**src/hw/rtl/sfr_pkg.sv**
```systemverilog
// Shared types and constants for the streaming find-and-replace unit.
`timescale 1ns / 1ps

package sfr_pkg;

   localparam int unsigned CSR_INDEX_W = 2;
   localparam int unsigned CSR_DATA_W  = 64;
   localparam int unsigned TEXT_W      = 64;
   localparam int unsigned LEN_W       = 4;

   localparam logic [7:0] NEWLINE = 8'd10;

   typedef enum logic [CSR_INDEX_W-1:0] {
      REG_PATTERN_BYTES      = 2'd0,
      REG_PATTERN_LENGTH     = 2'd1,
      REG_REPLACEMENT_BYTES  = 2'd2,
      REG_REPLACEMENT_LENGTH = 2'd3
   } sfr_reg_type;

   typedef struct packed {
      logic [7:0] in_byte;
      logic       end_of_stream;
   } sfr_req_type;

   typedef struct packed {
      logic [7:0] out_byte;
      logic       run_last;
   } sfr_rsp_type;

   // control broadcast to every cell of the chain
   typedef struct packed {
      logic       load;
      logic       shift;
      logic       clear;
      logic [7:0] load_byte;
   } sfr_cell_ctl_type;

   // what the chain reports back to the sequencer
   typedef struct packed {
      logic       head_valid;
      logic [7:0] head_byte;
      logic       all_ok;
      logic       full;
   } sfr_chain_stat_type;

   typedef enum logic [2:0] {
      ST_IDLE,
      ST_STALE,
      ST_SCAN,
      ST_REPL,
      ST_FLUSH,
      ST_END
   } sfr_state_type;

endpackage

```
**src/hw/rtl/sfr_cell.sv**
```systemverilog
// One pending-byte cell: holds a byte, compares it with its pattern byte.
`timescale 1ns / 1ps

module sfr_cell #(
   parameter int unsigned INDEX = 0
) (
   input  logic                     clock,
   input  logic                     reset,
   input  sfr_pkg::sfr_cell_ctl_type ctl,
   input  logic [7:0]               pat_byte,
   input  logic [sfr_pkg::LEN_W-1:0] plen,
   input  logic                     left_valid,
   input  logic [7:0]               right_byte,
   input  logic                     right_valid,
   input  logic                     ok_in,
   input  logic                     full_in,
   output logic                     ok_out,
   output logic                     full_out,
   output logic [7:0]               byte_out,
   output logic                     valid_out
);

   localparam logic [sfr_pkg::LEN_W-1:0] IDX = sfr_pkg::LEN_W'(INDEX);

   logic       valid_ff, valid_in;
   logic [7:0] byte_ff, byte_in;
   logic       own_ok;

   always_comb begin
      valid_in = valid_ff;
      byte_in  = byte_ff;
      priority if (ctl.clear) begin
         valid_in = 1'b0;
      end else if (ctl.shift) begin
         valid_in = right_valid;
         byte_in  = right_byte;
      end else if (ctl.load && !valid_ff && left_valid) begin
         // new word lands in the first free cell
         valid_in = 1'b1;
         byte_in  = ctl.load_byte;
      end
   end

   always_ff @(posedge clock) begin
      if (reset) begin
         valid_ff <= 1'b0;
      end else begin
         valid_ff <= valid_in;
      end
      byte_ff <= byte_in;
   end

   assign own_ok    = !valid_ff || (IDX >= plen) || (byte_ff == pat_byte);
   assign ok_out    = ok_in && own_ok;
   assign full_out  = full_in || (valid_ff && ((IDX + 4'd1) == plen));
   assign byte_out  = byte_ff;
   assign valid_out = valid_ff;

endmodule

```
**src/hw/rtl/sfr_ctrl.sv**
```systemverilog
// Sequencer: drives the cell chain, replacement emission and the output stage.
`timescale 1ns / 1ps

module sfr_ctrl (
   input  logic                          clock,
   input  logic                          reset,
   input  logic                          req_valid,
   input  sfr_pkg::sfr_req_type          req_data,
   output logic                          req_stall,
   output logic                          rsp_valid,
   input  logic                          rsp_stall,
   output sfr_pkg::sfr_rsp_type          rsp_data,
   output sfr_pkg::sfr_cell_ctl_type     cell_ctl,
   input  sfr_pkg::sfr_chain_stat_type   chain_stat,
   input  logic [sfr_pkg::LEN_W-1:0]     plen,
   input  logic [sfr_pkg::LEN_W-1:0]     rlen,
   input  logic [sfr_pkg::TEXT_W-1:0]    repl_bytes,
   input  logic                          pattern_write
);

   localparam int unsigned TEXT_W_SH = sfr_pkg::TEXT_W;

   sfr_pkg::sfr_state_type state_ff, state_in;

   logic       stale_ff, stale_in;
   logic       flush_ff, flush_in;
   logic [7:0] hold_ff, hold_in;
   logic [2:0] rep_cnt_ff, rep_cnt_in;
   logic       stage_valid_ff, stage_valid_in;
   logic [7:0] stage_byte_ff, stage_byte_in;
   logic       out_valid_ff, out_valid_in;
   logic [7:0] out_byte_ff, out_byte_in;
   logic       out_last_ff, out_last_in;

   logic       out_free, can_emit, emit, push_last;
   logic [7:0] emit_byte, repl_byte;
   logic [TEXT_W_SH-1:0] repl_shifted;

   assign out_free  = !out_valid_ff || !rsp_stall;
   assign can_emit  = !stage_valid_ff || out_free;
   assign repl_shifted = repl_bytes >> {rep_cnt_ff, 3'b000};
   assign repl_byte = repl_shifted[7:0];

   always_comb begin
      state_in   = state_ff;
      stale_in   = stale_ff;
      flush_in   = flush_ff;
      hold_in    = hold_ff;
      rep_cnt_in = rep_cnt_ff;
      cell_ctl   = '0;
      emit       = 1'b0;
      emit_byte  = chain_stat.head_byte;
      push_last  = 1'b0;
      req_stall  = (state_ff != sfr_pkg::ST_IDLE);

      unique case (state_ff)
         sfr_pkg::ST_IDLE: begin
            if (pattern_write && chain_stat.head_valid) begin
               stale_in = 1'b1;
            end
            if (req_valid) begin
               hold_in  = req_data.in_byte;
               flush_in = (req_data.in_byte == sfr_pkg::NEWLINE) || req_data.end_of_stream;
               if (stale_ff) begin
                  state_in = sfr_pkg::ST_STALE;
               end else begin
                  cell_ctl.load      = 1'b1;
                  cell_ctl.load_byte = req_data.in_byte;
                  state_in           = sfr_pkg::ST_SCAN;
               end
            end
         end
         sfr_pkg::ST_STALE: begin
            // held bytes from the old pattern go out unmatched first
            if (chain_stat.head_valid) begin
               if (can_emit) begin
                  emit           = 1'b1;
                  cell_ctl.shift = 1'b1;
               end
            end else begin
               cell_ctl.load      = 1'b1;
               cell_ctl.load_byte = hold_ff;
               stale_in           = 1'b0;
               state_in           = sfr_pkg::ST_SCAN;
            end
         end
         sfr_pkg::ST_SCAN: begin
            if (!chain_stat.head_valid) begin
               state_in = sfr_pkg::ST_END;
            end else if ((plen == '0) || !chain_stat.all_ok) begin
               if (can_emit) begin
                  emit           = 1'b1;
                  cell_ctl.shift = 1'b1;
               end
            end else if (chain_stat.full) begin
               cell_ctl.clear = 1'b1;
               rep_cnt_in     = '0;
               state_in       = (rlen == '0) ? sfr_pkg::ST_END : sfr_pkg::ST_REPL;
            end else begin
               // partial match: keep it unless the line or stream ends
               state_in = flush_ff ? sfr_pkg::ST_FLUSH : sfr_pkg::ST_END;
            end
         end
         sfr_pkg::ST_REPL: begin
            if (can_emit) begin
               emit      = 1'b1;
               emit_byte = repl_byte;
               if ({1'b0, rep_cnt_ff} == (rlen - 4'd1)) begin
                  state_in = sfr_pkg::ST_END;
               end else begin
                  rep_cnt_in = rep_cnt_ff + 3'd1;
               end
            end
         end
         sfr_pkg::ST_FLUSH: begin
            if (chain_stat.head_valid) begin
               if (can_emit) begin
                  emit           = 1'b1;
                  cell_ctl.shift = 1'b1;
               end
            end else begin
               state_in = sfr_pkg::ST_END;
            end
         end
         sfr_pkg::ST_END: begin
            if (!stage_valid_ff) begin
               state_in = sfr_pkg::ST_IDLE;
            end else if (out_free) begin
               push_last = 1'b1;
               state_in  = sfr_pkg::ST_IDLE;
            end
         end
         default: begin
            state_in = sfr_pkg::ST_IDLE;
         end
      endcase
   end

   // one-word staging holds back each result until it is known whether it is the last
   always_comb begin
      stage_valid_in = stage_valid_ff;
      stage_byte_in  = stage_byte_ff;
      out_valid_in   = out_valid_ff && rsp_stall;
      out_byte_in    = out_byte_ff;
      out_last_in    = out_last_ff;
      if (emit) begin
         stage_valid_in = 1'b1;
         stage_byte_in  = emit_byte;
         if (stage_valid_ff) begin
            out_valid_in = 1'b1;
            out_byte_in  = stage_byte_ff;
            out_last_in  = 1'b0;
         end
      end else if (push_last) begin
         stage_valid_in = 1'b0;
         out_valid_in   = 1'b1;
         out_byte_in    = stage_byte_ff;
         out_last_in    = 1'b1;
      end
   end

   always_ff @(posedge clock) begin
      if (reset) begin
         state_ff       <= sfr_pkg::ST_IDLE;
         stale_ff       <= 1'b0;
         stage_valid_ff <= 1'b0;
         out_valid_ff   <= 1'b0;
      end else begin
         state_ff       <= state_in;
         stale_ff       <= stale_in;
         stage_valid_ff <= stage_valid_in;
         out_valid_ff   <= out_valid_in;
      end
      flush_ff      <= flush_in;
      hold_ff       <= hold_in;
      rep_cnt_ff    <= rep_cnt_in;
      stage_byte_ff <= stage_byte_in;
      out_byte_ff   <= out_byte_in;
      out_last_ff   <= out_last_in;
   end

   assign rsp_valid         = out_valid_ff;
   assign rsp_data.out_byte = out_byte_ff;
   assign rsp_data.run_last = out_last_ff;

endmodule

```
**src/hw/rtl/stream_find_replace_unit.sv**
```systemverilog
// Top level: configuration registers, pending-byte cell chain and sequencer.
// Each input word is handled in full before the next is taken: stale held bytes go out first,
//   then the match is checked, and a replacement is emitted or a partial match flushed.
// A stalled output stalls the sequencer; the next input is taken once idle.
// Reset (synchronous): chain empty, registers zero, pass-through mode.
`timescale 1ns / 1ps

module stream_find_replace_unit #(
   parameter int unsigned MAX_TEXT_BYTES = 8
) (
   input  logic                                clock,
   input  logic                                reset,
   input  logic                                req_valid,
   output logic                                req_stall,
   input  sfr_pkg::sfr_req_type                req_data,
   output logic                                rsp_valid,
   input  logic                                rsp_stall,
   output sfr_pkg::sfr_rsp_type                rsp_data,
   input  logic                                csr_write_en,
   input  logic [sfr_pkg::CSR_INDEX_W-1:0]     csr_index,
   input  logic [sfr_pkg::CSR_DATA_W-1:0]      csr_wdata
);

   localparam logic [sfr_pkg::LEN_W-1:0] MAX_LEN = sfr_pkg::LEN_W'(MAX_TEXT_BYTES);

   logic [sfr_pkg::TEXT_W-1:0] pattern_ff, pattern_in;
   logic [sfr_pkg::TEXT_W-1:0] repl_ff, repl_in;
   logic [sfr_pkg::LEN_W-1:0]  plen_ff, plen_in;
   logic [sfr_pkg::LEN_W-1:0]  rlen_ff, rlen_in;
   logic [sfr_pkg::LEN_W-1:0]  plen_eff, rlen_eff;
   logic                       pattern_write;

   sfr_pkg::sfr_cell_ctl_type   cell_ctl;
   sfr_pkg::sfr_chain_stat_type chain_stat;

   logic       valid_link [MAX_TEXT_BYTES+1];
   logic [7:0] byte_link  [MAX_TEXT_BYTES+1];
   logic       ok_link    [MAX_TEXT_BYTES+1];
   logic       full_link  [MAX_TEXT_BYTES+1];

   always_comb begin
      pattern_in = pattern_ff;
      repl_in    = repl_ff;
      plen_in    = plen_ff;
      rlen_in    = rlen_ff;
      if (csr_write_en) begin
         unique case (csr_index)
            sfr_pkg::REG_PATTERN_BYTES:      pattern_in = csr_wdata;
            sfr_pkg::REG_PATTERN_LENGTH:     plen_in    = csr_wdata[sfr_pkg::LEN_W-1:0];
            sfr_pkg::REG_REPLACEMENT_BYTES:  repl_in    = csr_wdata;
            sfr_pkg::REG_REPLACEMENT_LENGTH: rlen_in    = csr_wdata[sfr_pkg::LEN_W-1:0];
            default: begin
            end
         endcase
      end
   end

   always_ff @(posedge clock) begin
      if (reset) begin
         pattern_ff <= '0;
         repl_ff    <= '0;
         plen_ff    <= '0;
         rlen_ff    <= '0;
      end else begin
         pattern_ff <= pattern_in;
         repl_ff    <= repl_in;
         plen_ff    <= plen_in;
         rlen_ff    <= rlen_in;
      end
   end

   assign plen_eff = (plen_ff > MAX_LEN) ? MAX_LEN : plen_ff;
   assign rlen_eff = (rlen_ff > MAX_LEN) ? MAX_LEN : rlen_ff;

   assign pattern_write = csr_write_en &&
                          ((csr_index == sfr_pkg::REG_PATTERN_BYTES) ||
                           (csr_index == sfr_pkg::REG_PATTERN_LENGTH));

   // ends of the chain
   assign valid_link[MAX_TEXT_BYTES] = 1'b0;
   assign byte_link[MAX_TEXT_BYTES]  = 8'd0;
   assign ok_link[0]                 = 1'b1;
   assign full_link[0]               = 1'b0;

   for (genvar i = 0; i < MAX_TEXT_BYTES; i++) begin : g_cell
      logic left_valid;
      logic ok_out, full_out;

      if (i == 0) begin : g_head
         assign left_valid = 1'b1;
      end else begin : g_body
         assign left_valid = valid_link[i-1];
      end

      sfr_cell #(
         .INDEX(i)
      ) u_cell (
         .clock      (clock),
         .reset      (reset),
         .ctl        (cell_ctl),
         .pat_byte   (pattern_ff[8*i +: 8]),
         .plen       (plen_eff),
         .left_valid (left_valid),
         .right_byte (byte_link[i+1]),
         .right_valid(valid_link[i+1]),
         .ok_in      (ok_link[i]),
         .full_in    (full_link[i]),
         .ok_out     (ok_out),
         .full_out   (full_out),
         .byte_out   (byte_link[i]),
         .valid_out  (valid_link[i])
      );

      assign ok_link[i+1]   = ok_out;
      assign full_link[i+1] = full_out;
   end

   assign chain_stat.head_valid = valid_link[0];
   assign chain_stat.head_byte  = byte_link[0];
   assign chain_stat.all_ok     = ok_link[MAX_TEXT_BYTES];
   assign chain_stat.full       = full_link[MAX_TEXT_BYTES];

   sfr_ctrl u_ctrl (
      .clock        (clock),
      .reset        (reset),
      .req_valid    (req_valid),
      .req_data     (req_data),
      .req_stall    (req_stall),
      .rsp_valid    (rsp_valid),
      .rsp_stall    (rsp_stall),
      .rsp_data     (rsp_data),
      .cell_ctl     (cell_ctl),
      .chain_stat   (chain_stat),
      .plen         (plen_eff),
      .rlen         (rlen_eff),
      .repl_bytes   (repl_ff),
      .pattern_write(pattern_write)
   );

endmodule

```
**config.mk**
```make
export PLATFORM = sky130hd
export DESIGN_NAME = stream_find_replace_unit
export DESIGN_NICKNAME = d
export VERILOG_FILES = /design/src/hw/rtl/sfr_pkg.sv /design/src/hw/rtl/sfr_cell.sv /design/src/hw/rtl/sfr_ctrl.sv /design/src/hw/rtl/stream_find_replace_unit.sv
export SDC_FILE = /design/constraint.sdc
export NUM_CORES = 1
export LEC_CHECK = 0
export BUFFER_PORTS_ARGS = -buffer_cell sky130_fd_sc_hd__buf_2
export CAP_MARGIN = 0
export CORE_MARGIN = 4
export CORE_UTILIZATION = 45
export CTS_CLUSTER_SIZE = 10
export DETAILED_ROUTE_END_ITERATION = 12
export GPL_ROUTABILITY_DRIVEN = 0
export PLACE_DENSITY = 0.63
export SYNTH_ARGS = -nofsm -noshare
export SYNTH_HDL_FRONTEND = slang
export SYNTH_SLANG_ARGS = --single-unit
```
**constraint.sdc**
```tcl
create_clock -name clock -period 5.45 [get_ports clock]
set_input_delay 0.2725 -clock clock [delete_from_list [all_inputs] [get_ports clock]]
set_output_delay 0.2725 -clock clock [all_outputs]
set_load 0.05 [all_outputs]
```
==> results_dict.tcl, run 1 <==
set metrics [dict create \
    setup_viol 0 \
    finish.utilization_pct 54.43 \
    ant_nets 0 \
    antenna_found_initial 0 \
    clk_pin_slew_ns 0.06 \
    crit_fanout 61 \
    cts_root_buffer "clkbuf_16" \
    clk_latency_ns 0.53 \
    p_switching_uw 1774 \
    h-tree-depth 1 \
    ir_drop_mv 0.2347 \
    maxSlewViolCount 0 \
    syn_area_mm2 0.01063 \
    cts_tree "yes" \
    dpl_cell_area_mm2 0.01116 \
    cts_sinks 243 \
    drc 0 \
    coreArea_mm2 0.02292 \
    final_cell_mix "nand2_1 (276), dfxtp_1 (150), a21oi_1 (148), edfxtp_1 (93), buf_2 (89)" \
    slew_headroom_pct 20.17 \
    diodes 0 \
    seqPwrFrac_pct 46.2 \
    critPathRequiredTime_ns 5.64 \
    nets 1249 \
    internal-power_uw 3900 \
    cap_violations 0 \
    viasPerCell 5.442 \
    yosysWarnings 0 \
    grt_pass1_vias 7852 \
    tns_ns 0 \
    final_common_cell "nand2_1" \
    grt_overflow 0 \
    synth_edf_count 93 \
    synth.distinct_cells 61 \
    hold_violations 0 \
    clockBufferDepth 3 \
    synth_ff_type "dfxtp_1" \
    skew_ns 0.01104 \
    ys_seq_area_share_pct 54.53 \
    synthArstFlopShare_pct 0 \
    critPathLaunchType "flop" \
    syn_nets 1150 \
    wl_mm 28.53 \
    die_h_um 161.7 \
    fill_cells 2037 \
    worstSetupPathType "flop to flop" \
    final.min_clock_period_ns 2.934 \
    final_cells 1496 \
    row_count 55 \
    max_freq_mhz 340.9 \
    syn_area_per_cell_um2 9.962 \
    area_growth_pct 17.35 \
    finalInstanceArea_mm2 0.01247 \
    synth_seq_cells 243 \
    powerDensity_mw_per_mm2 454.9 \
    fp.dieW_um 161.7 \
    port_buffers 90 \
    first_pass_iters 5 \
    synthCells 1067 \
    wl_per_cell_um 19.07 \
    grt_max_degree 78 \
    io_pins 91 \
    finalPower_uw 5674 \
    initial_core_util_pct 46.38 \
    status "complete, no violations" \
    drive_gt1_share_pct 14.20 \
    worst_pin_slew_ns 1.197 \
    swShare_pct 31.27 \
    p_leak_uw 0.004716 \
    end_kind "flop" \
    initialDrtViolationCount 671 \
    grt_first_pass_wirelength_mm 44.37 \
    rsz0062_at_grt "no" \
    vias 8141 \
    grtUsageTotal_pct 21.40 \
    critPathArrivalTime_ns 3.13 \
    combPwrFrac_pct 23.7 \
    period_share_pct 53.83 \
    dieArea_mm2 0.02614 \
    hpwlAfterDp_mm 19.67 \
    regToRegSetupSlack_ns 2.52 \
    dp_cells 1400 \
    cts_buffers 28 \
    clockPowerShare_pct 30.2 \
    hp-class "input port to flop" \
    post_cts_buffers 0 \
]
[synth_stat cells, types with 2 or more instances]
master	instances	area [um2]
buf_2	8	40.04
clkbuf_1	55	206.5
mux2i_1	19	190.2
nand3_1	5	25.02
nor2b_1	4	25.02
buf_6	9	101.4
inv_1	4	15.01
xnor2_1	68	595.6
o21ai_1	8	40.04
o21ai_0	6	30.03
a211oi_1	12	90.09
a21o_1	58	435.4
nor3_1	2	10.01
nand4_1	17	106.4
o31ai_1	2	15.01
nand2b_1	6	37.54
nand2_1	276	1036
mux4_2	16	360.4
or2_2	3	18.77
a21oi_1	148	740.7
a311oi_1	4	35.03
o221ai_1	4	35.03
and3_1	4	25.02
edfxtp_1	93	2793
nor3_2	2	20.02
buf_4	4	30.03
ha_1	3	37.54
o21a_1	2	15.01
o211ai_1	2	15.01
nor2_1	35	131.4
a22o_1	8	70.07
a21o_2	2	17.52
dfxtp_1	150	3003
[layout make-up]
class / instances / area, um2 / area share (%)
Sequential cell: 243 / 5796 / 46.46
Multi-Input combinational cell: 742 / 4448 / 35.66
Timing Repair Buffer: 146 / 996.0 / 7.985
Clock buffer: 47 / 823.3 / 6.600
Tap cell: 313 / 391.6 / 3.140
Inverter: 5 / 18.77 / 0.1505
[through the flow]
step,hold slack (ns),setup slack [ns]
finish,0.004217,2.516
global route,0.009004,2.229
CTS,0.0008151,2.485
detailed placement,0.4045,2.453
global placement,0.4043,2.522
floorplan,0.3714,2.774
[repair_timing]
item | 4_1_cts | 5_1_grt
hold buffers | 49 | 0
endpoints found under the hold margin | 72 | 0
resized for setup | 0 | 0
[kinds of logic after synthesis]
family,count (synthesis),synth area share [%]
multiplexers,36,5.285
buffers and inverters,82,3.767
XOR/XNOR,68,5.603
AND/OR/NAND/NOR,363,14.20
AO/OA/AOI/OAI,272,16.27
flip-flops,243,54.53
adder cells (fa/ha/maj),3,0.3532
[flip-flops by register name (all words and copies together) (netlist names), 3 cells and up]
register	flops
pattern_ff	64
u_ctrl.rep_cnt_ff	3
plen_ff	4
repl_ff	64
u_ctrl.state_ff	3
g_cell.u_cell.valid_out	8
u_ctrl.hold_ff	8
rlen_ff	4
u_ctrl.out_byte_ff	8
g_cell.u_cell.byte_out	64
u_ctrl.stage_byte_ff	8
[power by group through the flow]
stage | clock network [uW] | registers (uW) | logic (uW)
floorplan | 0 | 2550 | 1060
global placement | 0 | 2650 | 1310
detailed placement | 0 | 2660 | 1310
CTS | 1740 | 2620 | 1360
global route | 1810 | 2660 | 1470
finish | 1710 | 2620 | 1340
[path summary, 6_finish.rpt]
kind / start / to / cells past startpoint
setup / recovery: u_ctrl.state_ff[1]$_SDFFE_PP0P_ / u_ctrl.out_byte_ff[4]$_DFFE_PP_ / 5
hold / removal: csr_wdata[6] / pattern_ff[6]$_SDFFE_PP0P_ / 3
setup reg to reg: u_ctrl.state_ff[1]$_SDFFE_PP0P_ / u_ctrl.out_byte_ff[4]$_DFFE_PP_ / 5
hold reg to reg: u_ctrl.stage_byte_ff[0]$_DFFE_PP_ / u_ctrl.out_byte_ff[0]$_DFFE_PP_ / 0
[critical path, stage by stage, from the launching register on]
cell and delay [ns]:
dfxtp_1 0.50, nor2b_1 0.60, o311ai_4 0.30, a21oi_4 0.19, buf_4 0.53, o21a_1 0.46
[per-layer routing]
layer	share of wire (%)	track usage [%]	vias up
met5	0	0	-
met3	5.2	3.273	47
met1	45	30.15	3943
met2	47	34.66	227
met4	2.9	6.075	0
li1	-	-	3924
Power figures use the tool's default switching activity.
==> inputs of run 2 (changes only) <==
PLACE_DENSITY = 0.65   (was 0.63)
clock period = 2.64 ns   (was 5.45 ns; I/O delays follow)
==> run 2 against run 1 <==
  * Sequential cell count unchanged
  * Design area up 4.4%
  * Largest power group unchanged
  * Non-clock buffer count is 55 higher
  * Wire length increased by 4.7%
  * Highest routed layer is now met5
  * Power grew 110%
  * Worst setup slack got worse by 2.4 ns
==> results_dict.tcl, run 2 (same netlist as run 1, synthesis figures left out) <==
set metrics [dict create \
    cts_tree "yes" \
    initial_core_util_pct 46.38 \
    dieArea_mm2 0.02614 \
    period_share_pct 95.52 \
    cp_slowest_cell "edfxtp_1" \
    drc 0 \
    initialDrtViolationCount 779 \
    swShare_pct 31.58 \
    skew_ns 0.01819 \
    first_pass_iters 5 \
    path_buf_inv 1 \
    min_from "reset" \
    ir_drop_mv 0.5329 \
    final.min_clock_period_ns 2.522 \
    cts_sinks 243 \
    hold_violations 0 \
    startpoint "g_cell[7].u_cell.byte_out[3]$_SDFFCE_PP0P_" \
    area_growth_pct 22.47 \
    clockBufferDepth 3 \
    clk_latency_ns 0.54 \
    internal-power_uw 8190 \
    critPathArrivalTime_ns 2.81 \
    ant_nets 0 \
    cpPeakStageDelay_ns 0.42 \
    diodes 0 \
    antenna_found_initial 1 \
    status "complete, no violations" \
    clk_pin_slew_ns 0.06 \
    worstSetupPathType "flop to flop" \
    vias 8412 \
    combPwrFrac_pct 26.6 \
    io_pins 91 \
    grt_first_pass_wirelength_mm 46.22 \
    path_cells "xnor2_1 > nand4_1 > o211ai_1 > o311ai_2 > o311ai_4 > a21oi_4 > buf_4 > a21o_1" \
    final_cell_mix "nand2_1 (276), dfxtp_1 (150), a21oi_1 (148), edfxtp_1 (93), buf_2 (89)" \
    grt_overflow 0 \
    die_h_um 161.7 \
    drive_gt1_share_pct 16.16 \
    finish.utilization_pct 56.81 \
    row_count 55 \
    port_buffers 90 \
    viasPerCell 5.424 \
    cts_root_buffer "clkbuf_16" \
    coreArea_mm2 0.02292 \
    critPathLaunchType "flop" \
    wl_per_cell_um 19.25 \
    max_freq_mhz 396.5 \
    seqPwrFrac_pct 44.7 \
    p_switching_uw 3780 \
    wl_mm 29.86 \
    h-tree-depth 1 \
    nets 1304 \
    cap_violations 0 \
    tns_ns 0 \
    hpwlAfterDp_mm 20.42 \
    regToRegStartpoint "g_cell[7].u_cell.byte_out[3]$_SDFFCE_PP0P_" \
    slew_headroom_pct 50.00 \
    cts_buffers 28 \
    setup_viol 0 \
    maxSlewViolCount 0 \
    grtUsageTotal_pct 22.33 \
    final_common_cell "nand2_1" \
    worst_pin_slew_ns 0.7449 \
    grt_max_degree 67 \
    clockPowerShare_pct 28.7 \
    powerDensity_mw_per_mm2 919.5 \
    crit_family "compound AO/OA/AOI/OAI gates" \
    fp.dieW_um 161.7 \
    hp-class "input port to flop" \
    fill_cells 1994 \
    crit_fanout 12 \
    end_kind "flop" \
    grt_pass1_vias 8143 \
    p_leak_uw 0.004992 \
    critPathRequiredTime_ns 2.93 \
]
[run 2: cell types whose count changed in the layout (fill, tap and decap cells not counted), sizes merged]
| cell | change |
|---|---|
| dlygate4sd3 | +25 |
| clkinv | +1 |
| buf | +30 |
| clkbuf | -1 |
[run 2: path summary, 6_finish.rpt]
kind	slack, ns	endpoint	depth (start not counted)
worst max-delay path	0.12	g_cell[2].u_cell.byte_out[2]$_DFFE_PP_	8
worst min-delay path	0.02	rlen_ff[3]$_SDFFE_PP0P_	2
worst max register to register	0.12	g_cell[2].u_cell.byte_out[2]$_DFFE_PP_	8
worst min register to register	0.42	u_ctrl.out_byte_ff[7]$_DFFE_PP_	0
[run 2: cell type report]
cell class                 instances  area [um2]  area share [%]
timing repair buffer             201        1546           11.88
inverter                           5       18.77          0.1442
tap                              313       391.6           3.008
sequential                       243        5796           44.52
multi-input combinational        742        4471           34.34
clock buffer                      46       778.2           5.978
clock inverter                     1       16.27          0.1250
[run 2: power groups by stage]
| stage | combinational (uW) | sequential, uW | clock, uW |
|---|---|---|---|
| 5_1_grt | 3470 | 5420 | 3630 |
| 3_5_place_dp | 3010 | 5420 | 0 |
| 3_3_place_gp | 2990 | 5420 | 0 |
| 4_1_cts | 3120 | 5350 | 3470 |
| 6_report | 3180 | 5360 | 3430 |
| 2_1_floorplan | 2200 | 5270 | 0 |
[run 2: per-layer routing]
layer | up-vias | part of all wire [%] | track usage (%)
met5 | - | 0.044 | 0
li1 | 4036 | - | -
met1 | 4030 | 44 | 31.60
met3 | 55 | 5.8 | 3.197
met4 | 2 | 2.7 | 6.036
met2 | 289 | 47 | 36.30
[run 2: through the flow]
stage	std cells	setup WS [ns]	hold WS, ns	cell area [um2]	total power [uW]
after floorplan	1067	-0.03636	0.2309	10630	7466
after global placement	1427	0.1197	0.3462	11440	8404
after detailed placement	1427	0.1056	0.3469	11440	8431
after CTS	1548	0.07915	0.002832	12980	11930
after global routing	1551	-0.008370	0.02129	13020	12520
final	1551	0.1182	0.02250	13020	11970
[run 2: worst reg2reg max path: stages, from the launching register on]
cell and delay [ns]:
edfxtp_1 0.42, xnor2_1 0.17, nand4_1 0.15, o211ai_1 0.28, o311ai_2 0.21, o311ai_4 0.42
a21oi_4 0.19, buf_4 0.24, a21o_1 0.19
[run 2: timing repair]
item | in CTS | in global routing
endpoints found under the hold margin | 144 | 0
hold buffers | 74 | 0
endpoints found under the setup margin | 0 | 114
buffers inserted | 0 | 3
resized for setup | 0 | 4
